--- config.mk ---
export PLATFORM = sky130hd
export DESIGN_NAME = bhpq_ctrl
export DESIGN_NICKNAME = d
export VERILOG_FILES = /design/src/rtl/bhpq_pkg.sv /design/src/rtl/bhpq_ctrl.sv
export SDC_FILE = /design/constraint.sdc
export NUM_CORES = 1
export LEC_CHECK = 0
export BUFFER_PORTS_ARGS = -buffer_cell sky130_fd_sc_hd__buf_2
export CAP_MARGIN = 5
export CELL_PAD_IN_SITES_DETAIL_PLACEMENT = 1
export CELL_PAD_IN_SITES_GLOBAL_PLACEMENT = 2
export CORE_ASPECT_RATIO = 1.5
export CORE_MARGIN = 2
export CORE_UTILIZATION = 25
export DETAILED_ROUTE_END_ITERATION = 12
export PLACE_DENSITY_LB_ADDON = 0.25
export SLEW_MARGIN = 10
export SYNTH_ARGS = -nofsm -noshare
export SYNTH_HDL_FRONTEND = slang
export SYNTH_SLANG_ARGS = --single-unit
--- constraint.sdc ---
create_clock -name clk -period 3.3 [get_ports clk]
set_input_delay 0.165 -clock clk [delete_from_list [all_inputs] [get_ports clk]]
set_output_delay 0.165 -clock clk [all_outputs]
set_load 0.02 [all_outputs]
--- src/rtl/bhpq_pkg.sv ---
// bhpq_pkg: shared constants, codes and types of the binary heap priority queue
// no dependencies; imported by the channel interfaces and every rtl module
`default_nettype none

package bhpq_pkg;

    localparam int DEPTH     = 1024;
    localparam int KEY_WIDTH = 32;
    localparam int ADDR_W    = $clog2(DEPTH);
    localparam int COUNT_W   = $clog2(DEPTH + 1);
    localparam int IDX_W     = ADDR_W + 2;
    localparam int CMD_W     = 2;
    localparam int STATUS_W  = 2;

    localparam logic [CMD_W-1:0] CMD_INSERT = 2'd0;
    localparam logic [CMD_W-1:0] CMD_POP    = 2'd1;
    localparam logic [CMD_W-1:0] CMD_PEEK   = 2'd2;

    localparam logic [STATUS_W-1:0] ST_OK    = 2'd0;
    localparam logic [STATUS_W-1:0] ST_EMPTY = 2'd1;
    localparam logic [STATUS_W-1:0] ST_FULL  = 2'd2;

    typedef logic [KEY_WIDTH-1:0] key_t;
    typedef logic [CMD_W-1:0]     cmd_code_t;
    typedef logic [STATUS_W-1:0]  status_code_t;
    typedef logic [COUNT_W-1:0]   count_t;

    // datapath commands from the controller
    typedef struct packed {
        logic take_item;
        logic set_result;
        logic hole_tail;
        logic rd_root;
        logic rd_tail;
        logic rd_parent;
        logic rd_left;
        logic rd_right;
        logic put_key;
        logic up_step;
        logic take_top;
        logic shrink;
        logic take_tail;
        logic take_left;
        logic dn_step;
        logic emit;
    } bhpq_cmd_t;

    // datapath status to the controller
    typedef struct packed {
        cmd_code_t cmd;
        logic      empty;
        logic      full;
        logic      pos_zero;
        logic      up_win;
        logic      left_ok;
        logic      dn_move;
        logic      out_free;
    } bhpq_stat_t;

    // true when key a is served strictly before key b
    function automatic logic outranks(input key_t a, input key_t b, input logic smallest_first);
        logic res;
        if (smallest_first)
        begin
            res = (a < b);
        end
        else
        begin
            res = (a > b);
        end
        return res;
    endfunction

endpackage

`default_nettype wire

--- src/rtl/bhpq_ctrl.sv ---
// bhpq_ctrl: command sequencer for insert, pop and peek, one transaction at a time
// depends on bhpq_pkg; drives bhpq_datapath through bhpq_cmd_t
`default_nettype none

module bhpq_ctrl (
    input  wire logic                   clk,
    input  wire logic                   rst_n,
    input  wire logic                   item_valid,
    output logic                        item_ready,
    input  wire bhpq_pkg::bhpq_stat_t   stat,
    output bhpq_pkg::bhpq_cmd_t         cmd
);
    import bhpq_pkg::*;

    localparam logic [3:0] S_IDLE      = 4'd0;
    localparam logic [3:0] S_DECODE    = 4'd1;
    localparam logic [3:0] S_UP_RD     = 4'd2;
    localparam logic [3:0] S_UP_CMP    = 4'd3;
    localparam logic [3:0] S_POP_ROOT  = 4'd4;
    localparam logic [3:0] S_POP_TAIL  = 4'd5;
    localparam logic [3:0] S_DN_LEFT   = 4'd6;
    localparam logic [3:0] S_DN_RIGHT  = 4'd7;
    localparam logic [3:0] S_DN_CMP    = 4'd8;
    localparam logic [3:0] S_PEEK_WAIT = 4'd9;
    localparam logic [3:0] S_FIN       = 4'd10;

    logic [3:0] state_reg, state_next;

    assign item_ready = (state_reg == S_IDLE);

    always_comb
    begin
        state_next = state_reg;
        cmd        = '0;
        case (state_reg)
            S_IDLE:
            begin
                if (item_valid)
                begin
                    cmd.take_item = 1'b1;
                    state_next    = S_DECODE;
                end
            end
            S_DECODE:
            begin
                cmd.set_result = 1'b1;
                state_next     = S_FIN;
                case (stat.cmd)
                    CMD_INSERT:
                    begin
                        if (!stat.full)
                        begin
                            cmd.hole_tail = 1'b1;
                            state_next    = S_UP_RD;
                        end
                    end
                    CMD_POP:
                    begin
                        if (!stat.empty)
                        begin
                            cmd.rd_root = 1'b1;
                            state_next  = S_POP_ROOT;
                        end
                    end
                    CMD_PEEK:
                    begin
                        if (!stat.empty)
                        begin
                            cmd.rd_root = 1'b1;
                            state_next  = S_PEEK_WAIT;
                        end
                    end
                    default:
                    begin
                        state_next = S_FIN;
                    end
                endcase
            end
            S_UP_RD:
            begin
                if (stat.pos_zero)
                begin
                    cmd.put_key = 1'b1;
                    state_next  = S_FIN;
                end
                else
                begin
                    cmd.rd_parent = 1'b1;
                    state_next    = S_UP_CMP;
                end
            end
            S_UP_CMP:
            begin
                cmd.up_step = 1'b1;
                state_next  = stat.up_win ? S_UP_RD : S_FIN;
            end
            S_POP_ROOT:
            begin
                cmd.take_top = 1'b1;
                cmd.rd_tail  = 1'b1;
                cmd.shrink   = 1'b1;
                state_next   = S_POP_TAIL;
            end
            S_POP_TAIL:
            begin
                cmd.take_tail = 1'b1;
                state_next    = stat.empty ? S_FIN : S_DN_LEFT;
            end
            S_DN_LEFT:
            begin
                if (stat.left_ok)
                begin
                    cmd.rd_left = 1'b1;
                    state_next  = S_DN_RIGHT;
                end
                else
                begin
                    cmd.put_key = 1'b1;
                    state_next  = S_FIN;
                end
            end
            S_DN_RIGHT:
            begin
                cmd.take_left = 1'b1;
                cmd.rd_right  = 1'b1;
                state_next    = S_DN_CMP;
            end
            S_DN_CMP:
            begin
                cmd.dn_step = 1'b1;
                state_next  = stat.dn_move ? S_DN_LEFT : S_FIN;
            end
            S_PEEK_WAIT:
            begin
                cmd.take_top = 1'b1;
                state_next   = S_FIN;
            end
            S_FIN:
            begin
                if (stat.out_free)
                begin
                    cmd.emit   = 1'b1;
                    state_next = S_IDLE;
                end
            end
            default:
            begin
                state_next = S_IDLE;
            end
        endcase
    end

    always_ff @(posedge clk or negedge rst_n)
    begin
        if (!rst_n)
        begin
            state_reg <= S_IDLE;
        end
        else
        begin
            state_reg <= state_next;
        end
    end

endmodule

`default_nettype wire

# Yosys cells after proc, flatten, opt, wreduce, memory -nomap -nowiden
# Index checks and enable logic that the tools add are counted.
# Widths: inputs -> output; s select.
[totals]
reg_bits = 4
elab_cells = 54
output_inout_bits = 17
[classes]
mux = 34
n_eq_ne = 14
reduce_logical = 5
[op_table]
columns = ["cell", "n"]
rows = [
  ["$pmux 4 s11", 1],
  ["$mux 4", 9],
  ["$mux 1", 20],
  ["$eq 4x3->1 const B", 4],
  ["$eq 4x4->1 const B", 3],
  ["$pmux 4 s3", 1],
  ["$eq 4x2->1 const B", 2],
  ["$eq 4x1->1 const B", 1],
  ["$logic_not 4->1", 1],
  ["$ne 2x2->1 const B", 2],
  ["$reduce_or 2->1", 2],
  ["$mux 3", 1],
  ["$eq 2x1->1 const B", 1],
  ["$eq 2x2->1 const B", 1],
  ["$logic_not 2->1", 1],
  ["$mux 2", 1],
  ["$pmux 1 s2", 1],
  ["$reduce_and 2->1", 1],
]

# Depth between registers and ports, before layout
# Gate-level depths: netlist of the first run.
[depth]
depth_word = 4
depth_mapped = 6

# Least setup slack after synthesis of the first run
# OpenSTA, ideal clock, no wires.
[synth_timing]
kind = "reg-to-output"
from = "register state_reg[3]"
to = "output port cmd[11] (netlist name)"
t_arrival_ns = 1.547
path_slack_ns = 1.588
path_stages_with_launch = 5
cell_sequence = "dfrtp_1 -> buf_4 -> or2b_1 -> nor3_1 -> buf_4"
[synth_rtl]
columns = ["element", "line", "text"]
rows = [
  ["start, declared", "bhpq_ctrl.sv:27", "logic [3:0] state_reg, state_next;"],
  ["start signal, assigned", "bhpq_ctrl.sv:161", "state_reg <= state_next;"],
  ["end, declared", "bhpq_ctrl.sv:11", "output bhpq_pkg::bhpq_cmd_t cmd"],
]

==> results of run 1 <==
## final cells by class
type                       count  share of cell area
multi-input combinational     61               0.556
timing repair buffer          29               0.203
sequential                     4               0.136
tap                           23              0.0390
inverter                       7              0.0356
clock buffer                   3              0.0305
## report_power, final
| part | leakage [nW] | internal, mW | switching [mW] | total, mW |
|---|---|---|---|---|
| Sequential | 0.0494 | 0.0675 | 0.0591 | 0.127 |
| Clock | 0.0138 | 0.0406 | 0.0185 | 0.0590 |
| Combinational | 0.346 | 0.118 | 0.165 | 0.283 |
| Total | 0.409 | 0.226 | 0.242 | 0.469 |
## cells by family (layout without fill, tap and decap cells)
logic type,Yosys count,count (layout),share of synthesized area
flip-flops,4,4,0.171
buffers and inverters,13,39,0.130
AND/OR/NAND/NOR,35,35,0.360
AO/OA/AOI/OAI,21,21,0.232
adder cells (fa/ha/maj),5,5,0.107
## how the worst min path moves through the flow
| stage | slack (ns) | depth (start not counted) | startpoint | end |
|---|---|---|---|---|
| after floorplan | -0.13 | 0 | rst_n | state_reg[0] |
| after global placement | -0.02 | 1 | rst_n | state_reg[1] |
| after detailed placement | -0.02 | 1 | rst_n | state_reg[1] |
| after CTS | 0.19 | 2 | stat[6] | state_reg[2] |
| after global routing | 0.23 | 2 | stat[6] | state_reg[2] |
| final | 0.21 | 2 | stat[6] | state_reg[2] |
## cell usage in the layout, fill, tap and decap left out
master and instances:
sky130_fd_sc_hd__and2b_2 1, sky130_fd_sc_hd__nand2b_1 3, sky130_fd_sc_hd__o21ai_0 3, sky130_fd_sc_hd__dlygate4sd3_1 1
sky130_fd_sc_hd__and4b_1 1, sky130_fd_sc_hd__or2b_1 3, sky130_fd_sc_hd__inv_1 7, sky130_fd_sc_hd__nor4b_2 1
sky130_fd_sc_hd__dfrtp_1 4, sky130_fd_sc_hd__a21oi_1 5, sky130_fd_sc_hd__o21a_1 1, sky130_fd_sc_hd__and3_2 1
sky130_fd_sc_hd__nor3_1 4, sky130_fd_sc_hd__clkbuf_4 3, sky130_fd_sc_hd__ha_1 5, sky130_fd_sc_hd__nor2_1 9
sky130_fd_sc_hd__a211oi_1 1, sky130_fd_sc_hd__a211o_1 2, sky130_fd_sc_hd__a31oi_1 3, sky130_fd_sc_hd__nand2_1 4
sky130_fd_sc_hd__a22oi_1 1, sky130_fd_sc_hd__nor3b_1 4, sky130_fd_sc_hd__nand3_2 1, sky130_fd_sc_hd__and2b_1 1
sky130_fd_sc_hd__buf_2 28, sky130_fd_sc_hd__or2_2 1, sky130_fd_sc_hd__o21ai_1 1, sky130_fd_sc_hd__o32ai_1 1
sky130_fd_sc_hd__o22ai_1 2, sky130_fd_sc_hd__o221a_1 1, sky130_fd_sc_hd__nor2_2 1
## worst max-delay path, cell delays in order (launching register included)
cell and delay [ns]:
sky130_fd_sc_hd__dfrtp_1 0.56, sky130_fd_sc_hd__or2b_1 0.33, sky130_fd_sc_hd__nor2_1 0.11, sky130_fd_sc_hd__a21oi_1 0.05
sky130_fd_sc_hd__nor2_1 0.10, sky130_fd_sc_hd__buf_2 0.17
## metal layers
metal  share of wire  GRT usage
met4           0.010     0.0795
met1            0.37      0.177
met5               0          0
met3           0.038     0.0201
met2            0.58      0.263
==> flow_metrics.py, run 1 <==
metrics = {
    "status": {
        "run_status": "finished clean",
    },
    "critical_path": {
        "cp_data_arrival_time_ns": 1.55,
        "startpoint": "state_reg[2]",
        "kind_of_critical_path": "flip-flop to output pin",
        "start_kind": "flip-flop",
        "setup.reg_to_reg.worst_slack_ns": 1.86,
        "r2r-end": "state_reg[3]",
        "critPathMaxFanout": 14,
        "regToRegStartpoint": "state_reg[2]",
        "timing.critical_path.to_type": "output pin",
        "timing.reg2reg.worst_path_depth": 4,
        "critical_path_required_ns": 3.13,
        "critPathCapture": "cmd[5]",
    },
    "drt": {
        "drc": 0,
        "vias": 647,
        "detail_route.iter0.violations": 20,
        "avgViaCountPerCell": 5.09,
        "detail-route-antenna-nets": 0,
        "firstDrtPassIters": 4,
        "drt-wirelength-per-cell_um": 14.5,
        "detail_route.wirelength_um": 1840,
    },
    "floorplan": {
        "die_width_um": 43.6,
        "die_y_um": 63.3,
        "pin_count": 29,
        "core_area_um2": 2230,
        "design.die.area_um2": 2760,
        "core.rowCount": 21,
        "start_util": 0.263,
    },
    "sta": {
        "rsz0062_at_grt": "no",
        "finalHoldViolCount": 0,
        "maxClockFrequency_mhz": 582,
        "slew_viols_final": 0,
        "layout_worst_path_cycle_share": 0.520,
        "worst_hold_check_slack_ns": 0.210,
        "totalNegativeSetupSlack_ns": 0,
        "post-route-worst-setup-slack_ns": 1.58,
        "setup_viol": 0,
        "max-slew-margin-rel": 0.717,
        "timing.final.crit_period_ns": 1.72,
        "worst_pin_slew_ns": 0.425,
        "finalClockSkew_ns": 0.00267,
    },
    "yosys": {
        "synth_sequential_area_ratio": 0.171,
        "syn-mean-instance-area_um2": 7.52,
        "synth_top_cell_by_area": "sky130_fd_sc_hd__dfrtp_1",
        "synth_edf_count": 0,
        "postSynthNetCount": 95,
        "synthesis.instances": 78,
        "yosys-top-cells-area": "sky130_fd_sc_hd__dfrtp_1, sky130_fd_sc_hd__ha_1, sky130_fd_sc_hd__nor2_1",
        "flip_flop_cell_with_the_highest_count_after_synthesis": "sky130_fd_sc_hd__dfrtp_1",
        "synthDominantCellAreaShare": 0.171,
        "ys_seq_elements": 4,
        "yosysMostFrequentCell": "sky130_fd_sc_hd__nor2_1",
        "synth.yosys.warnings": 0,
        "async_set_or_reset_register_ratio_after_synthesis": 1.00,
        "netlist_top_cells_count": "sky130_fd_sc_hd__nor2_1, sky130_fd_sc_hd__inv_1, sky130_fd_sc_hd__a21oi_1, sky130_fd_sc_hd__ha_1",
        "synth_cell_type_count": 31,
        "syn_area_um2": 587,
    },
    "pwr": {
        "p_total_mw": 0.469,
        "worst_ir_drop_vdd_v": 0.000173,
        "power_density_nw_per_um2": 635,
        "leak_pwr_nw": 0.409,
    },
    "clock_network": {
        "tritoncts": "done",
        "clk_pin_slew_ns": 0.04,
        "clk-insertion-delay-late_ns": 0.23,
        "clockBufferDepth": 2,
        "htreeDepth": 1,
        "postCtsHoldBufs": 1,
        "cts_num_sinks": 4,
        "cts-buffers-inserted": 3,
        "clk_root_buffer_cell": "sky130_fd_sc_hd__clkbuf_4",
        "post_cts_buffers": 0,
        "postCtsResizedCells": 0,
    },
    "final_layout": {
        "finalInstanceArea_um2": 738,
        "area_delta_synth_final_pct": 25.8,
        "fillers": 303,
        "ff_latch_area_um2": 100,
        "multi_input_logic_area_um2": 410,
        "drive_above_1_share": 0.356,
        "fin_cells": 127,
        "finish.utilization": 0.331,
        "largest_register_ffs": 4,
        "design.final.nets": 123,
        "antennaDiodeCount": 0,
    },
    "placed_design": {
        "globalplace.congestion": 0.798,
        "hpwl_um": 1520,
        "placedInstanceArea_um2": 706,
        "io_buffer_count": 28,
        "post-place-ws_ns": 1.81,
        "placedCellCount": 123,
    },
    "global_routing": {
        "grt_usage": 0.153,
        "grt_max_degree": 16,
        "initial_antenna_violation_count": 0,
        "wire_length_of_the_first_global_routing_pass_um": 3170,
        "overflow": 0,
        "via_count_of_the_first_global_routing_pass": 664,
    },
    "min_path": {
        "holdCritPathClass": "primary input to flip-flop",
    },
    "job": {
        "cap_viol_max_count": 0,
    },
}
Power figures use the tool's default switching activity.
==> inputs of run 2 (changes only) <==
Settings changed: CORE_UTILIZATION 25 to 21.
Clock period 3.3 ns to 1.5 ns, I/O delays scaled along.
==> run 2 against run 1 <==
Against the previous run: register-to-register slack got worse by 1.7 ns; combinational power increased to 3.1 times the previous value; cell count increased by 17%; hold slack got worse by 0.056 ns; first-iteration DRC count decreased by 30%; clock skew decreased by 0.0025 ns; power increased to 2.9 times the previous value; global-route usage decreased by 2.0 points; critical path type unchanged; critical endpoint is now cmd[10].
==> flow_metrics.py, run 2 (synthesized netlist as in run 1, its figures left out) <==
metrics = {
    "clock_network": {
        "clk-insertion-delay-late_ns": 0.21,
        "clockBufferDepth": 2,
        "cts-buffers-inserted": 3,
        "clk_pin_slew_ns": 0.03,
        "htreeDepth": 1,
        "clk_root_buffer_cell": "sky130_fd_sc_hd__clkbuf_8",
        "cts_num_sinks": 4,
        "tritoncts": "done",
    },
    "drt": {
        "drc": 0,
        "detail_route.wirelength_um": 2040,
        "detail_route.iter0.violations": 14,
        "avgViaCountPerCell": 4.64,
        "firstDrtPassIters": 4,
        "detail-route-antenna-nets": 0,
        "drt-wirelength-per-cell_um": 13.7,
        "vias": 691,
    },
    "global_routing": {
        "via_count_of_the_first_global_routing_pass": 654,
        "grt_usage": 0.133,
        "grt_max_degree": 13,
        "initial_antenna_violation_count": 0,
        "overflow": 0,
        "wire_length_of_the_first_global_routing_pass_um": 3040,
    },
    "placed_design": {
        "globalplace.congestion": 0.742,
        "hpwl_um": 1540,
        "placedInstanceArea_um2": 751,
        "io_buffer_count": 28,
    },
    "floorplan": {
        "start_util": 0.219,
        "pin_count": 29,
        "die_width_um": 47.2,
        "core.rowCount": 23,
        "core_area_um2": 2680,
        "design.die.area_um2": 3240,
        "die_y_um": 68.7,
    },
    "critical_path": {
        "timing.critical_path.slowest_cell_delay_ns": 0.44,
        "regToRegStartpoint": "state_reg[0]",
        "start_kind": "flip-flop",
        "crit_top_cell": "sky130_fd_sc_hd__buf_4",
        "timing.critical_path.slowest_stage_cell": "sky130_fd_sc_hd__dfrtp_2",
        "critical_path.cell_chain": "buf_4 > or2_4 > nor3_2 > buf_4",
        "timing.critical_path.to_type": "output pin",
        "critPathMaxFanout": 7,
        "crit_buf_inv": 2,
        "r2r-end": "state_reg[3]",
        "cp_data_arrival_time_ns": 1.38,
        "critical_path_required_ns": 1.42,
        "timing.reg2reg.worst_path_depth": 4,
        "cell_family_contributing_the_most_delay_on_the_critical_path": "flip-flops",
        "kind_of_critical_path": "flip-flop to output pin",
        "setup.reg_to_reg.worst_slack_ns": 0.12,
    },
    "final_layout": {
        "layout.cells.most_common": "sky130_fd_sc_hd__buf_2",
        "finalInstanceArea_um2": 898,
        "drive_above_1_share": 0.500,
        "layout.cells.most_common_list": "sky130_fd_sc_hd__buf_2, sky130_fd_sc_hd__buf_4, sky130_fd_sc_hd__inv_1, sky130_fd_sc_hd__nor2_1",
        "largest_register_ffs": 4,
        "area_delta_synth_final_pct": 53.1,
        "antennaDiodeCount": 0,
        "design.final.nets": 131,
        "fillers": 350,
    },
    "min_path": {
        "worst_hold_startpoint": "stat[6]",
        "terminating_pin_of_the_worst_hold_path": "state_reg[2]",
        "timing.hold.worst_path_depth": 2,
        "holdCritPathClass": "primary input to flip-flop",
    },
    "sta": {
        "finalClockSkew_ns": 0.000135,
        "finalHoldViolCount": 0,
        "setup_viol": 0,
        "maxClockFrequency_mhz": 687,
        "timing.final.crit_period_ns": 1.46,
        "worst_pin_slew_ns": 0.270,
        "rsz0062_at_grt": "yes",
        "layout_worst_path_cycle_share": 0.971,
        "slew_viols_final": 0,
        "max-slew-margin-rel": 0.819,
        "worst_hold_check_slack_ns": 0.154,
    },
    "job": {
        "cap_viol_max_count": 0,
    },
    "pwr": {
        "worst_ir_drop_vdd_v": 0.000421,
        "leak_pwr_nw": 0.462,
        "power_density_nw_per_um2": 1530,
    },
    "status": {
        "run_status": "finished clean",
    },
}
[run 2: through the flow]
| step | cells | utilization | setup slack [ns] | total power [mW] | setup TNS (ns) |
|---|---|---|---|---|---|
| CTS | 145 | 0.306 | 0.00587 | 1.23 | 0 |
| floorplan | 78 | - | 0.0839 | 0.763 | 0 |
| finish | 149 | 0.336 | 0.0434 | 1.37 | 0 |
| global route | 149 | 0.336 | -0.0261 | 1.50 | -0.0895 |
| global placement | 140 | 0.281 | 0.0693 | 0.965 | 0 |
| detailed placement | 140 | 0.281 | 0.0431 | 0.976 | 0 |
[run 2: cell type report]
class | instances | area (um^2) | area share
multi-input combinational | 61 | 449 | 0.500
timing repair buffer | 37 | 230 | 0.256
clock buffer | 3 | 41.3 | 0.0460
sequential | 4 | 105 | 0.117
inverter | 7 | 26.3 | 0.0292
tap | 37 | 46.3 | 0.0515
[run 2: power breakdown]
group          total (mW)  internal (mW)  switching (mW)
sequential          0.271          0.158           0.113
clock               0.223          0.171          0.0523
combinational       0.880          0.413           0.467
total                1.37          0.742           0.632
[run 2: how the worst max path moves through the flow]
stage,from,endpoint,slack (ns),depth (start not counted)
2_1_floorplan,state_reg[3],cmd[8],0.08,4
3_3_place_gp,state_reg[0],state_reg[1],0.07,4
3_5_place_dp,state_reg[0],state_reg[1],0.04,4
4_1_cts,state_reg[0],cmd[7],0.006,3
5_1_grt,state_reg[2],cmd[5],-0.03,5
6_report,state_reg[2],cmd[10],0.04,4
[run 2: routing by layer]
metal / share of wire / wire length [um] / GRT usage / up-vias
li1: - / - / - / 342
met1: 0.38 / 783 / 0.147 / 323
met2: 0.56 / 1150 / 0.247 / 24
met3: 0.045 / 91 / 0.0156 / 2
met4: 0.0059 / 12 / 0.0521 / 0
met5: 0 / 0 / 0 / -
[run 2: repair_timing]
item | CTS | global route
resized for setup | 4 | 17
hold endpoints to repair | 4 | 0
buffers inserted | 1 | 4
endpoints found under the setup margin | 11 | 12
hold buffers | 1 | 0
pin swaps | 0 | 1
==> inputs of run 3 (changes only) <==
Settings changed: CORE_ASPECT_RATIO 1.5 to 1.25.
==> run 3 against run 2 <==
Against the previous run: die area down 0.19%; clock power is 43% lower; sequential power fell by 9.6%; worst setup slack better by 0.0093 ns; register-to-register slack got worse by 0.02 ns; critical path depth rose by 1; cell area decreased by 4.5%; highest routed layer unchanged.
==> flow_metrics.py, run 3 (synthesized netlist as in run 1, its figures left out) <==
metrics = {
    "pwr": {
        "clock_power_share": 0.105,
        "leak_pwr_nw": 0.454,
        "p_sw_mw": 0.581,
        "p_sw_frac": 0.480,
        "power_density_nw_per_um2": 1410,
        "power.share.combinational": 0.692,
        "worst_ir_drop_vdd_v": 0.000435,
        "p_seq_frac": 0.202,
        "internal-power_mw": 0.628,
    },
    "global_routing": {
        "wire_length_of_the_first_global_routing_pass_um": 3280,
        "initial_antenna_violation_count": 0,
        "via_count_of_the_first_global_routing_pass": 729,
        "overflow": 0,
        "global_route.peak_usage_layer": "met2",
        "grt_max_degree": 11,
        "grtUsageMet2": 0.222,
        "use_met3": 0.0284,
        "grt_usage": 0.133,
        "met1_usage": 0.160,
    },
    "min_path": {
        "holdCritPathClass": "primary input to flip-flop",
    },
    "final_layout": {
        "fin_cells": 146,
        "largest_register_ffs": 4,
        "drive_above_1_share": 0.518,
        "area_delta_synth_final_pct": 46.3,
        "finalInstanceArea_um2": 858,
        "layout.cells.most_common_list": "sky130_fd_sc_hd__buf_2, sky130_fd_sc_hd__buf_4, sky130_fd_sc_hd__nor2_1, sky130_fd_sc_hd__inv_1",
        "design.final.nets": 131,
        "antennaDiodeCount": 0,
        "layout.cells.most_common": "sky130_fd_sc_hd__buf_2",
    },
    "clock_network": {
        "clockBufferDepth": 2,
        "clk-insertion-delay-late_ns": 0.23,
        "clk_root_buffer_cell": "sky130_fd_sc_hd__clkbuf_4",
        "cts-buffers-inserted": 3,
        "tritoncts": "done",
        "cts_num_sinks": 4,
        "htreeDepth": 1,
        "clk_pin_slew_ns": 0.03,
    },
    "floorplan": {
        "pin_count": 29,
        "design.die.area_um2": 3240,
        "start_util": 0.219,
        "core_area_um2": 2680,
        "die_y_um": 63.1,
        "core.rowCount": 21,
        "die_width_um": 51.3,
    },
    "sta": {
        "slew_viols_final": 0,
        "timing.final.crit_period_ns": 1.45,
        "worst_hold_check_slack_ns": 0.131,
        "max-slew-margin-rel": 0.809,
        "rsz0062_at_grt": "yes",
        "maxClockFrequency_mhz": 691,
        "layout_worst_path_cycle_share": 0.965,
        "finalClockSkew_ns": 0.00306,
        "setup_viol": 0,
        "finalHoldViolCount": 0,
        "worst_pin_slew_ns": 0.285,
    },
    "critical_path": {
        "critPathMaxFanout": 10,
        "timing.critical_path.slowest_stage_cell": "sky130_fd_sc_hd__dfrtp_2",
        "start_kind": "flip-flop",
        "critical_path.cell_chain": "or2b_4 > nor2_1 > a21oi_1 > nor2_1 > buf_2",
        "critical_path_required_ns": 1.42,
        "timing.critical_path.to_type": "output pin",
        "cp_data_arrival_time_ns": 1.37,
        "timing.critical_path.slowest_cell_delay_ns": 0.44,
        "crit_top_cell": "sky130_fd_sc_hd__nor2_1",
        "kind_of_critical_path": "flip-flop to output pin",
    },
    "drt": {
        "detail_route.wirelength_um": 1870,
        "avgViaCountPerCell": 4.71,
        "vias": 687,
        "drc": 0,
        "detail_route.iter0.violations": 5,
        "detail-route-antenna-nets": 0,
        "drt-wirelength-per-cell_um": 12.8,
        "firstDrtPassIters": 4,
    },
    "placed_design": {
        "placedCellCount": 140,
        "io_buffer_count": 28,
        "globalplace.congestion": 0.752,
        "hpwl_um": 1580,
        "placedInstanceArea_um2": 769,
    },
    "status": {
        "run_status": "finished clean",
    },
    "job": {
        "cap_viol_max_count": 0,
    },
}
run 3: changes by cell type in the layout (fill, tap and decap cells not counted), moves of 2 or more:
cell	previous run	this run
sky130_fd_sc_hd__clkbuf_8	3	0
sky130_fd_sc_hd__clkbuf_4	0	3
sky130_fd_sc_hd__buf_2	23	26
sky130_fd_sc_hd__buf_6	2	0
run 3: area by class of cell:
cell class / instances / area [um^2]
clock buffers: 3 / 22.5
fillers: 359 / 1820
inverters: 7 / 26.3
multi-input cells: 61 / 448
flip-flops and latches: 4 / 104
well taps: 34 / 42.5
repair buffers: 37 / 215
run 3: power by group through the flow:
| stage | combinational [mW] | clock, mW | sequential, mW |
|---|---|---|---|
| 3_3_place_gp | 0.774 | 0 | 0.237 |
| 6_report | 0.837 | 0.128 | 0.245 |
| 2_1_floorplan | 0.582 | 0 | 0.181 |
| 3_5_place_dp | 0.769 | 0 | 0.239 |
| 4_1_cts | 0.802 | 0.135 | 0.238 |
| 5_1_grt | 0.927 | 0.140 | 0.255 |
run 3: worst max-delay path, delay by kind of cell (launching register included):
kind	cells	cell delay [ns]
AO/OA/AOI/OAI	1	0.05
flip-flops	1	0.44
buffers and inverters	1	0.16
AND/OR/NAND/NOR	3	0.49
run 3: path summary, 6_finish.rpt:
check / start / endpoint / slack (ns) / cells after the start
setup / recovery: state_reg[2] / cmd[5] / 0.05 / 5
min in group asynchronous: rst_n / state_reg[1] / 0.18 / 2
setup reg to reg: state_reg[2] / state_reg[3] / 0.10 / 5
hold / removal: stat[6] / state_reg[2] / 0.13 / 2
hold reg to reg: state_reg[1] / state_reg[2] / 0.69 / 2
max in group asynchronous: rst_n / state_reg[2] / 1.18 / 2
run 3: per-stage QoR:
stage / util / setup TNS, ns / setup WS [ns] / power (mW)
3_5_place_dp: 0.287 / 0 / 0.100 / 1.01
3_3_place_gp: 0.287 / 0 / 0.130 / 1.01
5_1_grt: 0.320 / -0.0710 / -0.0369 / 1.32
6_report: 0.320 / 0 / 0.0527 / 1.21
4_1_cts: 0.306 / 0 / 0.0204 / 1.18
2_1_floorplan: - / 0 / 0.0839 / 0.763
run 3: per-layer routing:
| layer | routed length, um | up-vias |
|---|---|---|
| met5 | 0 | - |
| met4 | 19 | 0 |
| met3 | 59 | 2 |
| met2 | 990 | 16 |
| met1 | 797 | 323 |
| li1 | - | 346 |
run 3: what timing repair did:
item	4_1_cts	5_1_grt
hold buffers	1	0
setup endpoints to repair	7	7
buffers inserted	2	0
pin swaps	0	0
resized for setup	2	12
hold endpoints to repair	4	0
